--- src/hw/rtl/aabb_collide_push_out_macros.svh ---
// Assertion macros shared by the collision block.
`ifndef AABB_COLLIDE_PUSH_OUT_MACROS_SVH
`define AABB_COLLIDE_PUSH_OUT_MACROS_SVH

// Same-cycle implication, checked on every rising edge outside reset.
`define AABB_ASSERT_IMP(lbl, ante, cons) \
  lbl: assert property (@(posedge clk) disable iff (rst) (ante) |-> (cons)) \
    else $error("aabb_collide_push_out: check failed");

// Next-cycle implication, checked on every rising edge outside reset.
`define AABB_ASSERT_NEXT(lbl, ante, cons) \
  lbl: assert property (@(posedge clk) disable iff (rst) (ante) |=> (cons)) \
    else $error("aabb_collide_push_out: check failed");

`endif

--- src/hw/rtl/aabb_pkg.sv ---
// Shared widths and pipeline types for the rectangle collision block.
`default_nettype none

package aabb_pkg;

  // Coordinate width; half extents are two bits narrower, pushes two wider.
  localparam int COORD_BITS = 24;
  localparam int HALF_BITS  = COORD_BITS - 2;
  localparam int SIDE_BITS  = COORD_BITS + 1;
  localparam int PUSH_BITS  = COORD_BITS + 2;

  // One registered input word.
  typedef struct packed {
    logic signed [COORD_BITS-1:0] a_center_x;
    logic signed [COORD_BITS-1:0] a_center_y;
    logic        [HALF_BITS-1:0]  a_half_width;
    logic        [HALF_BITS-1:0]  a_half_height;
    logic signed [COORD_BITS-1:0] b_center_x;
    logic signed [COORD_BITS-1:0] b_center_y;
    logic        [HALF_BITS-1:0]  b_half_width;
    logic        [HALF_BITS-1:0]  b_half_height;
  } rect_pair_t;

  // Side overlaps and the hit flag, passed from the overlap stage to selection.
  typedef struct packed {
    logic                        hit;
    logic signed [PUSH_BITS-1:0] right;
    logic signed [PUSH_BITS-1:0] top;
    logic signed [PUSH_BITS-1:0] left;
    logic signed [PUSH_BITS-1:0] bottom;
  } overlap_t;

endpackage

`default_nettype wire

--- src/hw/rtl/aabb_overlap.sv ---
// Edge positions, corner containment test and the four side overlaps.
`default_nettype none

module aabb_overlap (
  input  aabb_pkg::rect_pair_t pair,
  output aabb_pkg::overlap_t   ovl
);

  logic signed [aabb_pkg::SIDE_BITS-1:0] a_xl, a_xh, a_yl, a_yh;
  logic signed [aabb_pkg::SIDE_BITS-1:0] b_xl, b_xh, b_yl, b_yh;
  logic a_x_in, a_y_in, b_x_in, b_y_in;

  // Rectangle edges, one bit wider than the coordinates.
  always_comb begin
    a_xl = aabb_pkg::SIDE_BITS'(pair.a_center_x) - aabb_pkg::SIDE_BITS'(pair.a_half_width);
    a_xh = aabb_pkg::SIDE_BITS'(pair.a_center_x) + aabb_pkg::SIDE_BITS'(pair.a_half_width);
    a_yl = aabb_pkg::SIDE_BITS'(pair.a_center_y) - aabb_pkg::SIDE_BITS'(pair.a_half_height);
    a_yh = aabb_pkg::SIDE_BITS'(pair.a_center_y) + aabb_pkg::SIDE_BITS'(pair.a_half_height);
    b_xl = aabb_pkg::SIDE_BITS'(pair.b_center_x) - aabb_pkg::SIDE_BITS'(pair.b_half_width);
    b_xh = aabb_pkg::SIDE_BITS'(pair.b_center_x) + aabb_pkg::SIDE_BITS'(pair.b_half_width);
    b_yl = aabb_pkg::SIDE_BITS'(pair.b_center_y) - aabb_pkg::SIDE_BITS'(pair.b_half_height);
    b_yh = aabb_pkg::SIDE_BITS'(pair.b_center_y) + aabb_pkg::SIDE_BITS'(pair.b_half_height);
  end

  // A corner lies strictly inside when one of its edge coordinates sits in the
  // open interval of the other rectangle on both axes. Covering either edge on
  // each axis covers all four corners.
  always_comb begin
    a_x_in = (a_xl > b_xl && a_xl < b_xh) || (a_xh > b_xl && a_xh < b_xh);
    a_y_in = (a_yl > b_yl && a_yl < b_yh) || (a_yh > b_yl && a_yh < b_yh);
    b_x_in = (b_xl > a_xl && b_xl < a_xh) || (b_xh > a_xl && b_xh < a_xh);
    b_y_in = (b_yl > a_yl && b_yl < a_yh) || (b_yh > a_yl && b_yh < a_yh);
  end

  // Side overlaps, two bits wider than the coordinates so nothing wraps.
  always_comb begin
    ovl.hit    = (a_x_in && a_y_in) || (b_x_in && b_y_in);
    ovl.right  = aabb_pkg::PUSH_BITS'(a_xh) - aabb_pkg::PUSH_BITS'(b_xl);
    ovl.top    = aabb_pkg::PUSH_BITS'(a_yh) - aabb_pkg::PUSH_BITS'(b_yl);
    ovl.left   = aabb_pkg::PUSH_BITS'(a_xl) - aabb_pkg::PUSH_BITS'(b_xh);
    ovl.bottom = aabb_pkg::PUSH_BITS'(a_yl) - aabb_pkg::PUSH_BITS'(b_yh);
  end

endmodule

`default_nettype wire

--- src/hw/rtl/aabb_select.sv ---
// Picks the smaller push-out from the four side overlaps.
`default_nettype none

module aabb_select (
  input  aabb_pkg::overlap_t                    ovl,
  output logic                                  hit,
  output logic signed [aabb_pkg::PUSH_BITS-1:0] push_x,
  output logic signed [aabb_pkg::PUSH_BITS-1:0] push_y
);

  logic signed [aabb_pkg::PUSH_BITS-1:0] max_rl, max_tb, m;
  logic signed [aabb_pkg::PUSH_BITS-1:0] hi_r, hi, lo_l, lo, lo_mag;

  // Largest of the four overlaps seeds both bounds.
  always_comb begin
    max_rl = (ovl.right > ovl.left)  ? ovl.right : ovl.left;
    max_tb = (ovl.top > ovl.bottom)  ? ovl.top   : ovl.bottom;
    m      = (max_rl > max_tb)       ? max_rl    : max_tb;
  end

  // Smallest positive right/top and largest negative left/bottom.
  always_comb begin
    hi_r   = (ovl.right > 0 && ovl.right < m) ? ovl.right : m;
    hi     = (ovl.top > 0 && ovl.top < hi_r) ? ovl.top : hi_r;
    lo_l   = (ovl.left < 0 && ovl.left > -m) ? ovl.left : -m;
    lo     = (ovl.bottom < 0 && ovl.bottom > lo_l) ? ovl.bottom : lo_l;
    lo_mag = (lo < 0) ? -lo : lo;
  end

  // Push along the smaller magnitude; a tie in magnitude gives no push.
  always_comb begin
    hit    = ovl.hit;
    push_x = '0;
    push_y = '0;
    if (ovl.hit) begin
      if (hi < lo_mag) begin
        if (ovl.right == hi) push_x = -hi;
        if (ovl.top == hi)   push_y = -hi;
      end else if (hi > lo_mag) begin
        if (ovl.left == lo)   push_x = -lo;
        if (ovl.bottom == lo) push_y = -lo;
      end
    end
  end

endmodule

`default_nettype wire

--- src/hw/rtl/aabb_collide_push_out.sv ---
// Top level of the rectangle collision and push-out block.
//
// Takes one pair of rectangles per clock: a word is accepted on every rising
// edge with start high, and busy never rises. Each word gives exactly one
// result, shown for one cycle with done high; the receiver cannot stall, so
// it must take hit, push_x and push_y in that cycle. A word passes the input
// register, the overlap register and the result register in turn; edge sums
// and the containment test sit in the first stage, the min/max selection in
// the second.
`default_nettype none
`include "aabb_collide_push_out_macros.svh"

module aabb_collide_push_out (
  input  logic                                   clk,
  input  logic                                   rst,
  input  logic                                   start,
  output logic                                   busy,
  input  logic signed [aabb_pkg::COORD_BITS-1:0] a_center_x,
  input  logic signed [aabb_pkg::COORD_BITS-1:0] a_center_y,
  input  logic        [aabb_pkg::HALF_BITS-1:0]  a_half_width,
  input  logic        [aabb_pkg::HALF_BITS-1:0]  a_half_height,
  input  logic signed [aabb_pkg::COORD_BITS-1:0] b_center_x,
  input  logic signed [aabb_pkg::COORD_BITS-1:0] b_center_y,
  input  logic        [aabb_pkg::HALF_BITS-1:0]  b_half_width,
  input  logic        [aabb_pkg::HALF_BITS-1:0]  b_half_height,
  output logic                                   done,
  output logic                                   hit,
  output logic signed [aabb_pkg::PUSH_BITS-1:0]  push_x,
  output logic signed [aabb_pkg::PUSH_BITS-1:0]  push_y
);

  aabb_pkg::rect_pair_t                  pair;
  aabb_pkg::overlap_t                    ovl_next, ovl;
  logic                                  pair_valid, ovl_valid;
  logic                                  hit_next;
  logic signed [aabb_pkg::PUSH_BITS-1:0] push_x_next, push_y_next;

  // Every cycle takes a new word.
  assign busy = 1'b0;

  // Stage valid flags.
  always_ff @(posedge clk) begin
    if (rst) begin
      pair_valid <= 1'b0;
      ovl_valid  <= 1'b0;
      done       <= 1'b0;
    end else begin
      pair_valid <= start;
      ovl_valid  <= pair_valid;
      done       <= ovl_valid;
    end
  end

  // Input register.
  always_ff @(posedge clk) begin
    if (start) begin
      pair.a_center_x    <= a_center_x;
      pair.a_center_y    <= a_center_y;
      pair.a_half_width  <= a_half_width;
      pair.a_half_height <= a_half_height;
      pair.b_center_x    <= b_center_x;
      pair.b_center_y    <= b_center_y;
      pair.b_half_width  <= b_half_width;
      pair.b_half_height <= b_half_height;
    end
  end

  aabb_overlap u_overlap (
    .pair (pair),
    .ovl  (ovl_next)
  );

  // Overlap register.
  always_ff @(posedge clk) begin
    if (pair_valid) begin
      ovl <= ovl_next;
    end
  end

  aabb_select u_select (
    .ovl    (ovl),
    .hit    (hit_next),
    .push_x (push_x_next),
    .push_y (push_y_next)
  );

  // Result register.
  always_ff @(posedge clk) begin
    if (ovl_valid) begin
      hit    <= hit_next;
      push_x <= push_x_next;
      push_y <= push_y_next;
    end
  end

  // Every accepted word comes out with done high, and done rises only for an accepted word.
  `AABB_ASSERT_NEXT(a_start_to_done, start, ##2 done)
  `AABB_ASSERT_IMP(a_done_from_start, done, $past(start, 3))
  // A miss never pushes.
  `AABB_ASSERT_IMP(a_miss_no_push, done && !hit, push_x == '0 && push_y == '0)
  // Both axes push only on a tie, and then by the same amount.
  `AABB_ASSERT_IMP(a_both_axes_tie, done && push_x != '0 && push_y != '0, push_x == push_y)

endmodule

`default_nettype wire
--- config.mk ---
export PLATFORM = sky130hd
export DESIGN_NAME = aabb_collide_push_out
export DESIGN_NICKNAME = d
export VERILOG_FILES = /design/src/hw/rtl/aabb_pkg.sv /design/src/hw/rtl/aabb_overlap.sv /design/src/hw/rtl/aabb_select.sv /design/src/hw/rtl/aabb_collide_push_out.sv
export VERILOG_INCLUDE_DIRS = /design/src /design/src/hw/rtl
export SDC_FILE = /design/constraint.sdc
export NUM_CORES = 2
export LEC_CHECK = 0
export BUFFER_PORTS_ARGS = -buffer_cell sky130_fd_sc_hd__buf_4
export CORE_MARGIN = 5
export CORE_UTILIZATION = 29
export CTS_CLUSTER_SIZE = 30
export DETAILED_ROUTE_END_ITERATION = 16
export MAX_ROUTING_LAYER = met4
export SLEW_MARGIN = 20
export SYNTH_ARGS = -nofsm -noshare
export SYNTH_HDL_FRONTEND = slang
export SYNTH_SLANG_ARGS = --single-unit
--- constraint.sdc ---
create_clock -name clk -period 24.1 [get_ports clk]
set_clock_uncertainty 0.15 [all_clocks]
set_input_delay 4.82 -clock clk [delete_from_list [all_inputs] [get_ports clk]]
set_output_delay 4.82 -clock clk [all_outputs]
set_load 0.1 [all_outputs]
==> metrics.cfg <==
[outcome]
status = finished clean

[synth]
synth_nets = 4815
netlist_area_mm2 = 0.0358
synth_enable_flop_cells = 342
ys_warn_count = 0
ys_ff_latch = 345
async_flop_share_pct = 0
ys_seq_area_share_pct = 28.9
yosysUniqueCellTypes = 99
postSynthAreaPerCell_um2 = 8.87
syn_inst = 4033
synth_top_flop_cell = edfxtp_1

[setup_path]
worst_ep_arrival_time_ps = 21000
slowest_stage = edfxtp_1
worst-path-max-fanout = 63
critPathMostFrequentCell = o21ai_0
cp.required_ps = 24380
startpoint = ovl[4]
crit_buf_inv = 7
r2r_cells = 86
rr_startpoint = ovl[4]
reg2reg_slack_ps = 3390
critPathTopFamily = compound AO/OA/AOI/OAI gates
worstSetupEndpointType = register
critical_path_class = reg2reg
r2r-end = push_y[6]
cp_slowest_stage_delay_ps = 900
start_kind = register

[routing]
detail-route-antenna-nets = 0
drt-total-wl_um = 137000
vias = 31000
drc = 0
drt-initial-drc-count = 2500
routedWlPerCell_um = 23.0
viasPerCell = 5.19
drt_pass1_iterations = 6

[floorplanning]
die_h_um = 361
die_area_mm2 = 0.131
pin_count = 242
coreArea_mm2 = 0.122
die_x_um = 361
rows = 128
initial_core_util_pct = 29.3

[global_route]
grtUsageTotal_pct = 20.9
grt_pass1_vias = 30200
grt_max_degree = 82
overflow = 0
grt_pass1_wl_um = 199000
antenna_found_initial = 9

[cells_and_area]
multi_input_area_mm2 = 0.0233
fin_nets = 5080
finish.utilization_pct = 33.7
drive_above_1_share_pct = 10.5
seq_area_mm2 = 0.0103
area_growth_pct = 15.2
fill_cells = 12700

[placement]
port_buffers = 240
dp_hpwl_um = 115000
gp_congestion = 1.02

[cts]
post-cts-setup-buffer-count = 0
cts_hold_buf = 0
cts_tree = yes
cts_root_buf = clkbuf_16
cts_buffers = 45
clock_latency_ps = 630
ctsResizeCount = 0
cts.path.max_buffers = 3
cts_htree_levels = 2
numClockSinks = 345
clk_pin_slew_ps = 60

[worst_hold_path]
holdPathStages = 1
hold_end = done
hold_path_class = reg2reg
min_from = ovl_valid

[run]
max_cap_viol_count = 0

[timing]
min_period_over_period_pct = 86.0
hold_viol = 0
layout_min_cycle_time_ps = 20710
setup_violations = 0
rsz0062_at_grt = no
setup-tns-final_ps = 0
slew_headroom_pct = 21.6
max_freq_mhz = 48.3
worstMarginPinSlew_ps = 1150
drv_slew = 0

flip-flops by register name, summed over array words and instances, names as in the netlist:
name	count
push_y	26
done	1
ovl_valid	1
pair_valid	1
ovl	105
push_x	26
pair	184
hit	1
stage by stage:
stage	instance area [um2]	std cells	hold WS (ps)	setup slack [ps]
2_1_floorplan	35800	4033	401	7010
3_3_place_gp	39700	5876	300	3860
3_5_place_dp	39700	5876	304	3870
4_1_cts	41200	5959	319	3810
5_1_grt	41200	5964	330	2130
6_report	41200	5966	311	3390
layer usage:
layer | track usage [%] | wire, um
met3 | 3.15 | 8550
met1 | 28.3 | 63800
met4 | 6.15 | 4320
met5 | - | 0
met2 | 32.4 | 60800
cells in the mapped netlist (13+ instances only):
library cell	number	area, um2
a21boi_0	69	518
xnor2_1	258	2260
xor2_1	63	552
nand2_1	212	796
nand4_1	89	557
o22ai_1	39	244
mux2_2	45	507
a21oi_1	332	1660
nor2b_1	53	332
buf_2	13	65.1
ha_1	583	7290
a22oi_1	15	113
mux2i_1	95	951
nor3_1	48	240
o21bai_1	72	541
o21a_1	19	143
nand2b_1	82	513
and4_1	13	114
inv_1	488	1830
nor2_1	363	1360
o21ai_0	260	1300
nor4_1	30	188
and3_1	29	181
a31oi_1	15	93.8
nand3_1	71	355
clkbuf_1	37	139
a21o_1	60	450
edfxtp_1	342	10300
a211oi_1	19	143
worst max path at each step:
stage / depth (start not counted) / slack [ps] / to
after global routing: 86 / 2130 / push_y[12]
after global placement: 82 / 3860 / push_y[17]
after detailed placement: 86 / 3870 / push_y[6]
after CTS: 85 / 3810 / push_y[12]
after floorplan: 95 / 7010 / push_x[15]
final: 86 / 3390 / push_y[6]
cell usage in the layout (no fill, tap or decap), types with 29 or more instances in the layout:
master     synthesis  routed
xor2_1            63      63
nand3_1           71      71
nor2_1           363     363
nand2_1          212     211
edfxtp_1         342     342
inv_1            488     488
a21oi_1          332     331
nand2b_1          82      82
clkbuf_16          0      46
nand4_1           89      89
mux2_2            45      45
xnor2_1          258     258
o21bai_1          72      72
mux2i_1           95      89
nor2b_1           53      53
o21ai_0          260     260
o22ai_1           39      39
a21boi_0          69      69
nor3_1            48      48
nor4_1            30      30
buf_4              7     291
a21o_1            60      59
ha_1             583     583
and3_1            29      29
kinds of logic after synthesis:
group | Yosys count | synth area share (%)
xor+xnor | 323 | 7.98
other cells | 1 | 0.0105
simple gates | 1046 | 14.3
buf+inv | 573 | 6.26
fa+ha+maj | 597 | 21.1
flops | 345 | 28.9
mux | 148 | 4.40
compound gates | 1000 | 17.1
layout make-up:
class	count	share of cell area [%]
Multi-Input combinational cell	3115	56.4
Sequential cell	345	25.1
Timing Repair Buffer	292	5.33
Tap cell	1625	4.93
Inverter	499	4.55
Clock buffer	52	2.85
Clock inverter	31	0.786
Antenna cell	7	0.0425
Power is left out: the tool's default activity adds up to more than one toggle a clock period on the data nets, which glitch-free logic cannot reach.
